$ cat config.mk
export PLATFORM = sky130hd
export DESIGN_NAME = contact_enter_stay_exit_tracker
export DESIGN_NICKNAME = d
export VERILOG_FILES = /design/src/cesx_pkg.sv /design/src/cesx_front.sv /design/src/cesx_back.sv /design/src/contact_enter_stay_exit_tracker.sv
export SDC_FILE = /design/constraint.sdc
export NUM_CORES = 1
export LEC_CHECK = 0
export BUFFER_PORTS_ARGS = -buffer_cell sky130_fd_sc_hd__clkbuf_2
export CELL_PAD_IN_SITES_DETAIL_PLACEMENT = 2
export CELL_PAD_IN_SITES_GLOBAL_PLACEMENT = 2
export CORE_MARGIN = 3
export CORE_UTILIZATION = 40
export CTS_CLUSTER_SIZE = 14
export DETAILED_ROUTE_END_ITERATION = 8
export PLACE_DENSITY = 0.66
export RECOVER_POWER = 25
export SETUP_SLACK_MARGIN = 0.05
export SYNTH_ARGS = -nofsm -noshare
export SYNTH_HDL_FRONTEND = slang
export SYNTH_SLANG_ARGS = --single-unit
$ cat constraint.sdc
create_clock -name clk -period 4.1 [get_ports clk]
set_clock_uncertainty 0.05 [all_clocks]
set_input_delay 0.205 -clock clk [delete_from_list [all_inputs] [get_ports clk]]
set_output_delay 0.205 -clock clk [all_outputs]
set_load 0.1 [all_outputs]
$ cat src/cesx_pkg.sv
// Types and constants shared by the contact tracker modules.
package cesx_pkg;

    localparam int ID_W             = 8;
    localparam int EVENT_W          = 3;
    localparam int MAX_CONTACTS_DEF = 16;
    localparam int ID_BITS_DEF      = 8;
    localparam int QUEUE_DEPTH      = 2;

    typedef enum logic [EVENT_W-1:0] {
        EV_ENTER = 3'd0,
        EV_STAY  = 3'd1,
        EV_EXIT  = 3'd2,
        EV_DONE  = 3'd3,
        EV_FULL  = 3'd4
    } cesx_event_t;

    typedef enum logic {
        OP_REPORT    = 1'b0,
        OP_NEW_CYCLE = 1'b1
    } cesx_op_t;

    typedef struct packed {
        cesx_op_t        op;
        logic [ID_W-1:0] id;
    } cesx_item_t;

    typedef enum logic [3:0] {
        S_IDLE,
        S_CUR_RD,
        S_CUR_CMP,
        S_REP_DECIDE,
        S_PREV_RD,
        S_PREV_CMP,
        S_EXIT_RD,
        S_EXIT_LATCH,
        S_XCUR_RD,
        S_XCUR_CMP,
        S_EXIT_EMIT,
        S_EXIT_NEXT,
        S_DONE
    } cesx_state_t;

endpackage

$ cat src/cesx_front.sv
// Command front end: accepts transactions, classifies them and queues them.
module cesx_front #(
    parameter int ID_BITS = cesx_pkg::ID_BITS_DEF
) (
    input  logic                      clk,
    input  logic                      rst_n,
    input  logic                      start,
    input  logic                      cmd,
    input  logic [cesx_pkg::ID_W-1:0] other_id,
    output logic                      busy,
    input  logic                      pop,
    output logic                      head_valid,
    output cesx_pkg::cesx_item_t      head
);
    import cesx_pkg::*;

    localparam int ID_KEEP = (ID_BITS < ID_W) ? ID_BITS : ID_W;
    localparam logic [ID_W-1:0] ID_MASK = {ID_W{1'b1}} >> (ID_W - ID_KEEP);
    localparam int PTR_W  = (QUEUE_DEPTH > 1) ? $clog2(QUEUE_DEPTH) : 1;
    localparam int QCNT_W = $clog2(QUEUE_DEPTH + 1);

    cesx_item_t        queue_reg [QUEUE_DEPTH];
    logic [PTR_W-1:0]  wr_ptr_reg, wr_ptr_next;
    logic [PTR_W-1:0]  rd_ptr_reg, rd_ptr_next;
    logic [QCNT_W-1:0] fill_reg, fill_next;
    cesx_item_t        in_item;
    logic              push;
    logic              pull;

    // A new-cycle command carries no id, so its id is forced to zero.
    always_comb
    begin
        in_item.op = cmd ? OP_NEW_CYCLE : OP_REPORT;
        in_item.id = cmd ? '0 : (other_id & ID_MASK);
    end

    assign busy       = (fill_reg == QCNT_W'(QUEUE_DEPTH));
    assign head_valid = (fill_reg != '0);
    assign head       = queue_reg[rd_ptr_reg];
    assign push       = start && !busy;
    assign pull       = pop && head_valid;

    always_comb
    begin
        wr_ptr_next = wr_ptr_reg;
        rd_ptr_next = rd_ptr_reg;
        if (push)
        begin
            wr_ptr_next = (wr_ptr_reg == PTR_W'(QUEUE_DEPTH - 1)) ? '0 : wr_ptr_reg + 1'b1;
        end
        if (pull)
        begin
            rd_ptr_next = (rd_ptr_reg == PTR_W'(QUEUE_DEPTH - 1)) ? '0 : rd_ptr_reg + 1'b1;
        end
        unique case ({push, pull})
            2'b10:   fill_next = fill_reg + 1'b1;
            2'b01:   fill_next = fill_reg - 1'b1;
            default: fill_next = fill_reg;
        endcase
    end

    always_ff @(posedge clk or negedge rst_n)
    begin
        if (!rst_n)
        begin
            wr_ptr_reg <= '0;
            rd_ptr_reg <= '0;
            fill_reg   <= '0;
        end
        else
        begin
            wr_ptr_reg <= wr_ptr_next;
            rd_ptr_reg <= rd_ptr_next;
            fill_reg   <= fill_next;
        end
    end

    always_ff @(posedge clk)
    begin
        if (push)
        begin
            queue_reg[wr_ptr_reg] <= in_item;
        end
    end

endmodule

$ cat src/cesx_back.sv
// Execution back end: set memory, membership scans and result register.
module cesx_back #(
    parameter int MAX_CONTACTS = cesx_pkg::MAX_CONTACTS_DEF,
    parameter int ID_BITS      = cesx_pkg::ID_BITS_DEF
) (
    input  logic                         clk,
    input  logic                         rst_n,
    input  logic                         head_valid,
    input  cesx_pkg::cesx_item_t         head,
    output logic                         pop,
    output logic                         strobe,
    output logic [cesx_pkg::EVENT_W-1:0] event_res,
    output logic [cesx_pkg::ID_W-1:0]    contact_id,
    output logic                         last
);
    import cesx_pkg::*;

    localparam int ID_KEEP = (ID_BITS < ID_W) ? ID_BITS : ID_W;
    localparam int IDX_W   = (MAX_CONTACTS > 1) ? $clog2(MAX_CONTACTS) : 1;
    localparam int CNT_W   = $clog2(MAX_CONTACTS + 1);
    localparam int AW      = IDX_W + 1;

    cesx_state_t        state_reg, state_next;
    cesx_item_t         item_reg, item_next;
    logic [IDX_W-1:0]   j_reg, j_next;
    logic [IDX_W-1:0]   i_reg, i_next;
    logic [ID_KEEP-1:0] cand_reg, cand_next;
    logic [CNT_W-1:0]   cur_cnt_reg, cur_cnt_next;
    logic [CNT_W-1:0]   prev_cnt_reg, prev_cnt_next;
    logic               cur_bank_reg, cur_bank_next;
    logic [ID_KEEP-1:0] rdata_reg;
    logic [ID_KEEP-1:0] mem [2**AW];
    logic               strobe_reg, strobe_next;
    cesx_event_t        event_reg, event_next;
    logic [ID_W-1:0]    id_reg, id_next;
    logic               last_reg, last_next;

    logic [AW-1:0]      rd_addr;
    logic [AW-1:0]      wr_addr;
    logic               wr_en;
    logic [ID_KEEP-1:0] id_key;
    logic               hit_id;
    logic               hit_cand;
    logic               cur_last;
    logic               prev_last;
    logic               exit_last;
    logic               cur_empty;
    logic               prev_empty;
    logic               cur_full;

    // The two banks swap roles at each new cycle instead of copying.
    assign id_key     = item_reg.id[ID_KEEP-1:0];
    assign hit_id     = (rdata_reg == id_key);
    assign hit_cand   = (rdata_reg == cand_reg);
    assign cur_last   = (CNT_W'(j_reg) == cur_cnt_reg - CNT_W'(1));
    assign prev_last  = (CNT_W'(j_reg) == prev_cnt_reg - CNT_W'(1));
    assign exit_last  = (CNT_W'(i_reg) == prev_cnt_reg - CNT_W'(1));
    assign cur_empty  = (cur_cnt_reg == '0);
    assign prev_empty = (prev_cnt_reg == '0);
    assign cur_full   = (cur_cnt_reg == CNT_W'(MAX_CONTACTS));
    assign wr_addr    = {cur_bank_reg, cur_cnt_reg[IDX_W-1:0]};

    always_comb
    begin
        unique case (state_reg)
            S_PREV_RD: rd_addr = {~cur_bank_reg, j_reg};
            S_EXIT_RD: rd_addr = {~cur_bank_reg, i_reg};
            default:   rd_addr = {cur_bank_reg, j_reg};
        endcase
    end

    // Next-state logic.
    always_comb
    begin
        state_next = state_reg;
        unique case (state_reg)
            S_IDLE:
            begin
                if (head_valid)
                begin
                    if (head.op == OP_REPORT)
                    begin
                        state_next = cur_empty ? S_REP_DECIDE : S_CUR_RD;
                    end
                    else
                    begin
                        state_next = prev_empty ? S_DONE : S_EXIT_RD;
                    end
                end
            end
            S_CUR_RD:     state_next = S_CUR_CMP;
            S_CUR_CMP:
            begin
                priority if (hit_id)   state_next = S_IDLE;
                else if (cur_last)     state_next = S_REP_DECIDE;
                else                   state_next = S_CUR_RD;
            end
            S_REP_DECIDE:
            begin
                if (cur_full || prev_empty) state_next = S_IDLE;
                else                        state_next = S_PREV_RD;
            end
            S_PREV_RD:    state_next = S_PREV_CMP;
            S_PREV_CMP:   state_next = (hit_id || prev_last) ? S_IDLE : S_PREV_RD;
            S_EXIT_RD:    state_next = S_EXIT_LATCH;
            S_EXIT_LATCH: state_next = cur_empty ? S_EXIT_EMIT : S_XCUR_RD;
            S_XCUR_RD:    state_next = S_XCUR_CMP;
            S_XCUR_CMP:
            begin
                priority if (hit_cand) state_next = S_EXIT_NEXT;
                else if (cur_last)     state_next = S_EXIT_EMIT;
                else                   state_next = S_XCUR_RD;
            end
            S_EXIT_EMIT:  state_next = S_EXIT_NEXT;
            S_EXIT_NEXT:  state_next = exit_last ? S_DONE : S_EXIT_RD;
            S_DONE:       state_next = S_IDLE;
            default:      state_next = S_IDLE;
        endcase
    end

    // Datapath and result logic.
    always_comb
    begin
        pop           = 1'b0;
        wr_en         = 1'b0;
        item_next     = item_reg;
        j_next        = j_reg;
        i_next        = i_reg;
        cand_next     = cand_reg;
        cur_cnt_next  = cur_cnt_reg;
        prev_cnt_next = prev_cnt_reg;
        cur_bank_next = cur_bank_reg;
        strobe_next   = 1'b0;
        event_next    = event_reg;
        id_next       = id_reg;
        last_next     = last_reg;
        unique case (state_reg)
            S_IDLE:
            begin
                pop = head_valid;
                if (head_valid)
                begin
                    item_next = head;
                    j_next    = '0;
                    i_next    = '0;
                end
            end
            S_CUR_CMP:
            begin
                if (!hit_id && !cur_last)
                begin
                    j_next = j_reg + 1'b1;
                end
            end
            S_REP_DECIDE:
            begin
                j_next = '0;
                if (cur_full)
                begin
                    strobe_next = 1'b1;
                    event_next  = EV_FULL;
                    id_next     = item_reg.id;
                    last_next   = 1'b1;
                end
                else
                begin
                    wr_en        = 1'b1;
                    cur_cnt_next = cur_cnt_reg + 1'b1;
                    if (prev_empty)
                    begin
                        strobe_next = 1'b1;
                        event_next  = EV_ENTER;
                        id_next     = item_reg.id;
                        last_next   = 1'b1;
                    end
                end
            end
            S_PREV_CMP:
            begin
                priority if (hit_id)
                begin
                    strobe_next = 1'b1;
                    event_next  = EV_STAY;
                    id_next     = item_reg.id;
                    last_next   = 1'b1;
                end
                else if (prev_last)
                begin
                    strobe_next = 1'b1;
                    event_next  = EV_ENTER;
                    id_next     = item_reg.id;
                    last_next   = 1'b1;
                end
                else
                begin
                    j_next = j_reg + 1'b1;
                end
            end
            S_EXIT_LATCH:
            begin
                cand_next = rdata_reg;
                j_next    = '0;
            end
            S_XCUR_CMP:
            begin
                if (!hit_cand && !cur_last)
                begin
                    j_next = j_reg + 1'b1;
                end
            end
            S_EXIT_EMIT:
            begin
                strobe_next = 1'b1;
                event_next  = EV_EXIT;
                id_next     = ID_W'(cand_reg);
                last_next   = 1'b0;
            end
            S_EXIT_NEXT:
            begin
                i_next = i_reg + 1'b1;
            end
            S_DONE:
            begin
                strobe_next   = 1'b1;
                event_next    = EV_DONE;
                id_next       = '0;
                last_next     = 1'b1;
                cur_bank_next = ~cur_bank_reg;
                prev_cnt_next = cur_cnt_reg;
                cur_cnt_next  = '0;
            end
            default:
            begin
            end
        endcase
    end

    always_ff @(posedge clk or negedge rst_n)
    begin
        if (!rst_n)
        begin
            state_reg    <= S_IDLE;
            cur_cnt_reg  <= '0;
            prev_cnt_reg <= '0;
            cur_bank_reg <= 1'b0;
            strobe_reg   <= 1'b0;
        end
        else
        begin
            state_reg    <= state_next;
            cur_cnt_reg  <= cur_cnt_next;
            prev_cnt_reg <= prev_cnt_next;
            cur_bank_reg <= cur_bank_next;
            strobe_reg   <= strobe_next;
        end
    end

    always_ff @(posedge clk)
    begin
        item_reg  <= item_next;
        j_reg     <= j_next;
        i_reg     <= i_next;
        cand_reg  <= cand_next;
        event_reg <= event_next;
        id_reg    <= id_next;
        last_reg  <= last_next;
    end

    always_ff @(posedge clk)
    begin
        if (wr_en)
        begin
            mem[wr_addr] <= id_key;
        end
        rdata_reg <= mem[rd_addr];
    end

    assign strobe     = strobe_reg;
    assign event_res  = event_reg;
    assign contact_id = id_reg;
    assign last       = last_reg;

endmodule

$ cat src/contact_enter_stay_exit_tracker.sv
// Report: scans the C current entries, then the P previous entries, at most once each.
// New cycle: scans the current set per previous entry; exits, then cycle done, leave singly.
// Each result leaves a register in the cycle after its decision; one transaction at a time.
// Scans are paced by the single read port of the set memory, one entry at a time.
// Reset clears both counts, the bank select and the two-entry command queue.
// Stored ids are not reset; only entries below a count are ever read.
module contact_enter_stay_exit_tracker #(
    parameter int MAX_CONTACTS = cesx_pkg::MAX_CONTACTS_DEF,
    parameter int ID_BITS      = cesx_pkg::ID_BITS_DEF
) (
    input  logic                         clk,
    input  logic                         rst_n,
    input  logic                         start,
    output logic                         busy,
    input  logic                         cmd,
    input  logic [cesx_pkg::ID_W-1:0]    other_id,
    output logic                         strobe,
    output logic [cesx_pkg::EVENT_W-1:0] event_res,
    output logic [cesx_pkg::ID_W-1:0]    contact_id,
    output logic                         last
);
    import cesx_pkg::*;

    // The front end takes a transaction whenever its queue has room, masks
    // the id to the configured id width and decodes the command. The back
    // end pulls one queued transaction at a time and runs it to the end.
    cesx_item_t head;
    logic       head_valid;
    logic       pop;

    cesx_front #(
        .ID_BITS (ID_BITS)
    ) u_front (
        .clk        (clk),
        .rst_n      (rst_n),
        .start      (start),
        .cmd        (cmd),
        .other_id   (other_id),
        .busy       (busy),
        .pop        (pop),
        .head_valid (head_valid),
        .head       (head)
    );

    // The back end holds both contact sets in one memory split into two
    // banks. A new cycle flips which bank is current, so the previous set
    // is never copied. Membership is found by scanning a set entry by entry.
    cesx_back #(
        .MAX_CONTACTS (MAX_CONTACTS),
        .ID_BITS      (ID_BITS)
    ) u_back (
        .clk        (clk),
        .rst_n      (rst_n),
        .head_valid (head_valid),
        .head       (head),
        .pop        (pop),
        .strobe     (strobe),
        .event_res  (event_res),
        .contact_id (contact_id),
        .last       (last)
    );

endmodule

# After elaboration in Yosys (flattened, before gate mapping)
# Memory sizes are Yosys's and may differ from the RTL's. A register that Yosys moved wholly into a read port is not among the register bits.
# Index checks and enable logic that the tools add are counted.
# totals
ff_bits	56
ramBits	274
out_inout_bits	14
mem_count	2
# classes
n_addsub	9
n_eq_ne	29
mux	55
bitwise	1
n_reduce_logical	26
# mem_list
name	words	width	read_ports	rd_ports_with_merged_regs	write_ports	line_no	source
u_back.mem	32	8	1	1	1	cesx_back.sv:32	logic [ID_KEEP-1:0] mem [2**AW];
u_front.queue_reg	2	9	1	0	1	cesx_front.sv:22	cesx_item_t queue_reg [QUEUE_DEPTH];
# ops
op	n
one-hot mux 4 bit (12 select lines)	1
two-way mux 4 bit	11
two-way mux 8 bit	5
one-hot mux 8 bit (4 select lines)	1
== test 4 bit, second input constant	5
one-hot mux 4 bit (5 select lines)	1
one-hot mux 5 bit (2 select lines)	2
two-way mux 1 bit	18
two-way mux 3 bit	6
== test 4 x 3 -> 1 bit, second input constant	4
== test 8 bit	2
== test 4 x 5 -> 1 bit	3
one-hot mux 3 bit (4 select lines)	1
zero test 5 bit	2
subtractor 5 x 1 -> 5 bit, second input constant	2
adder 4 x 1 -> 4 bit, second input constant	2
== test 4 x 2 -> 1 bit, second input constant	2
two-way mux 2 bit	4
one-hot mux 4 bit (2 select lines)	1
nonzero test 2 bit	4
!= test 2 x 1 -> 1 bit, second input constant	3
!= test 2 bit, second input constant	3
!= test 3 x 1 -> 1 bit, second input constant	2
AND reduction 2 bit	3
other kinds (22)	32

# Depth between registers and ports, before layout
# depth
ltp_word	6
depth_mapped	10
mapped_depth_nobuf	8

# Cells and area by module
# Synthesis repeated with hierarchy kept, for this count alone.
# hier_totals
hier_cells	900
hier_area_um2	14156.1
# modules_own_cells
module	n_inst	cells_per_inst	area_each_um2	seq_area_each_um2
cesx_back	1	846	13260.2	9328.9
cesx_front	1	54	895.9	640.6

# Worst setup path after synthesis
# No wires, ideal clock.
# synth_timing
kind	register to register
startpoint	reg u_back.cur_cnt_reg[0]
endpoint	mem u_back.mem[11][0] (netlist name), enable pin
setup_time_ns	0.370
t_arrival_ns	2.324
required_ns	3.680
slack_ns	1.356
stages_incl_launch_ff	8
path_buffers	1
period_less_slack_ns	2.744
path_cell_list	dfrtp_1 -> clkbuf_1 -> inv_1 -> ha_1 -> and2_1 -> nor4_2 -> nand2_1 -> nor2_1
# synth_between
elab_chain_len	5
# synth_rtl
element	line_no	source
from (decl)	cesx_back.sv:28	logic [CNT_W-1:0] cur_cnt_reg, cur_cnt_next;
from (signal assigned)	cesx_back.sv:251	cur_cnt_reg <= cur_cnt_next;
== test 5 bit	cesx_back.sv:60	assign cur_full = (cur_cnt_reg == CNT_W'(MAX_CONTACTS));
two-way mux 1 bit	cesx_back.sv:158	if (cur_full)
two-way mux 1 bit	cesx_back.sv:137	unique case (state_reg)
two-way mux 1 bit	cesx_back.sv:271	if (wr_en)
two-way mux 1 bit (not written as such)	cesx_back.sv:273	mem[wr_addr] <= id_key;
to (decl)	cesx_back.sv:32	
# Parallel ways exist; a longest one is shown, timed or not.

# Worst setup path in the final report
# layout_timing
startpoint	reg u_back.item_reg (netlist bit u_back.id_key[1])
endpoint	reg u_back.id_reg[5], in the netlist u_back.contact_id[5], enable pin
# layout_between
elab_chain_len	3
# layout_rtl
element	line_no	source
from (decl)	cesx_back.sv:24	cesx_item_t item_reg, item_next;
from (signal assigned)	cesx_back.sv:260	item_reg <= item_next;
== test 8 bit	cesx_back.sv:53	assign hit_id = (rdata_reg == id_key);
!= test 3 x 1 -> 1 bit (no line)	--	
AND reduction 3 bit (no line)	--	
to (signal assigned)	cesx_back.sv:265	id_reg <= id_next;
to (decl)	cesx_back.sv:35	logic [ID_W-1:0] id_reg, id_next;
# Every way passes these cells.
# A chain may end at the register's enable or synchronous reset.

==> reports/qor.csv <==
metric;value;unit
yosysWarningCount;0;
cellPowerDensity;757;mW/mm²
synth_fa_ha_area_share;0.799;%
max_slew_margin;-17.4;%
worst_setup_path_end_kind;register;
drt_first_pass_iters;5;
cts_tree;done;
setup_violations;0;
std_cell_rows;68;
grt_start_max_net_pins;85;
synth_top_cell_area_share;66.0;%
synthMuxAreaShare;10.7;%
clock_latency;0.52;ns
hold_buffers;11;
cts_buffers;38;
areaGrowthSynthToFinish;13.2;%
synthXorXnorAreaFrac;2.92;%
grt-ovfl-total;0;
drt_iter0_drc;567;
finalHoldViolCount;0;
die-area;0.0375;mm²
worstSetupStartpointType;register;
tightestPinTransition;1.76;ns
clock.fmax;0.276;GHz
r2r_cells;6;
ys_seq_elements;338;
synth_cell_types;52;
antenna_found_initial;0;
drc_errors;0;
place_ws;0.533;ns
synth_compound_area_share;6.92;%
status;complete, but fails checks;
yosysTopAreaCell;edfxtp_1;
routedWlPerCell;26.2;µm
post_cts_buffers;0;
seq_area_frac_synth;70.7;%
dp_hpwl;24800;µm
core_area;0.0346;mm²
cts_resized;0;
cts-htree-levels;2;
finalMaxSlewViolations;70;
async_reset_ff_share;5.92;%
cts.sinks;338;
avgSynthCellArea;15.7;µm²
critPathKind;reg2reg;
grt_use_total;20.1;%
fillCellCount;3248;
diodes;0;
netlist_top_cells_area;edfxtp_1 (66%), mux2i_1 (9.4%), dfrtp_1 (3.6%);
layout.cells.non_filler;1437;
pin_count;26;
setup_ws;0.475;ns
ant_nets;0;
placed_area;0.0147;mm²
hold_path_class;reg2reg;
finalCritPeriodShare;88.4;%
arrival;3.72;ns
whs;0.449;ns
io_buffers;25;
synth_edf_count;310;
cts_root_buf;clkbuf_16;
setup_tns;0;ns
hold_path_depth;1;
die_h;194;µm
drv_cap;2;
grt_pass1_vias;8900;
die_w;194;µm
synth_top_family_by_area;multiplexers;
placed_cells_incl_taps;1359;
viasPerCell;5.53;
syn_inst;900;
clockBufferDepth;3;
synth_flop_cell;edfxtp_1;
path_clk_slew;0.06;ns
drive_gt1_share;11.8;%
vias;7940;
gp_congestion;0.846;
initial_utilization;40.7;%
largest_reg_flops;256;
period_needed;3.63;ns
syn_area;0.0141;mm²
violations;capacitance limit, slew limit;
synth-simple-area-share;5.64;%
vdd_ir_drop_max;0.384;mV
netlist_top_cells_count;edfxtp_1 (310), mux2i_1 (132), nor2_1 (65);
worst-path-max-fanout;34;
nets;976;
rsz0062_at_grt;false;
syn-num-nets;921;
critPathRequiredTime;4.20;ns
synth_most_common_cell;edfxtp_1;
leakage;5.71;nW
fin_area;0.0160;mm²
grt_pass1_wl;57500;µm
wl;37700;µm
routing by layer:
metal | up-vias | GRT usage (%) | routed length, µm
li1 | 3588 | - | -
met1 | 4145 | 25.9 | 15900
met2 | 147 | 35.3 | 19300
met3 | 60 | 2.95 | 1420
met4 | 0 | 6.24 | 1070
met5 | - | 0 | 0
path summary, 6_finish.rpt:
check / startpoint / end / slack (ns)
max: u_back.id_key[1] / u_back.contact_id[5] / 0.47
min: u_front.fill_reg[1] / u_front.fill_reg[1] / 0.45
min reg2reg: u_front.fill_reg[1] / u_front.fill_reg[1] / 0.45
max reg2reg: u_back.id_key[1] / u_back.contact_id[5] / 0.47
max in group asynchronous: rst_n / u_back.cur_cnt_reg[3] / 2.76
min in group asynchronous: rst_n / u_back.strobe / 0.46
kinds of logic after synthesis:
| kind of cell | Yosys count |
|---|---|
| DFF | 338 |
| and+or+nand+nor | 161 |
| muxes | 147 |
| AOI/OAI and AO/OA | 145 |
| buffers and inverters | 53 |
| xor gates and xnor gates | 47 |
| adders and majority gates | 9 |
critical path, cell delays in order (launching register included):
cell      delay, ns
edfxtp_1       0.33
clkbuf_1       1.24
xnor2_1        0.23
nand4_1        0.14
nor2_1         0.46
a41o_1         0.29
a211o_1        0.48
report_power, final:
part	internal, mW	switching [mW]
Sequential	4.41	0.396
Clock	1.89	1.33
Combinational	1.37	2.69
Total	7.67	4.41
per-stage QoR:
step	power [mW]	utilization, %
after floorplan	7.64	-
after global placement	8.72	42.5
after detailed placement	8.96	42.5
after CTS	12.2	46.1
after global routing	12.7	46.1
final	12.1	46.1
final cells by class:
type,count,area (µm²),area share (%)
timing repair buffer,57,408,2.56
clock inverter,16,126,0.792
inverter,11,41.3,0.259
multi-input combinational,509,3810,23.9
sequential,338,9970,62.5
tap,455,569,3.57
clock buffer,51,1030,6.46
layout by cell type, fill, tap and decap left out, types with 6 or more instances in the layout:
cell,n
clkinv_1,6
mux2i_1,132
ha_1,9
a22oi_1,64
mux2_2,14
xor2_1,22
dlygate4sd3_1,11
nor4_1,9
buf_4,17
nand2_1,30
a22o_1,8
o21ai_0,13
xnor2_1,25
clkbuf_2,23
a21oi_1,39
nand2b_1,6
dfxtp_1,8
inv_1,11
nand3_1,6
nor2_1,62
nor2b_1,14
dfrtp_1,20
edfxtp_1,310
clkbuf_16,39
clkinv_2,7
clkbuf_1,15
Power figures use the tool's default switching activity.
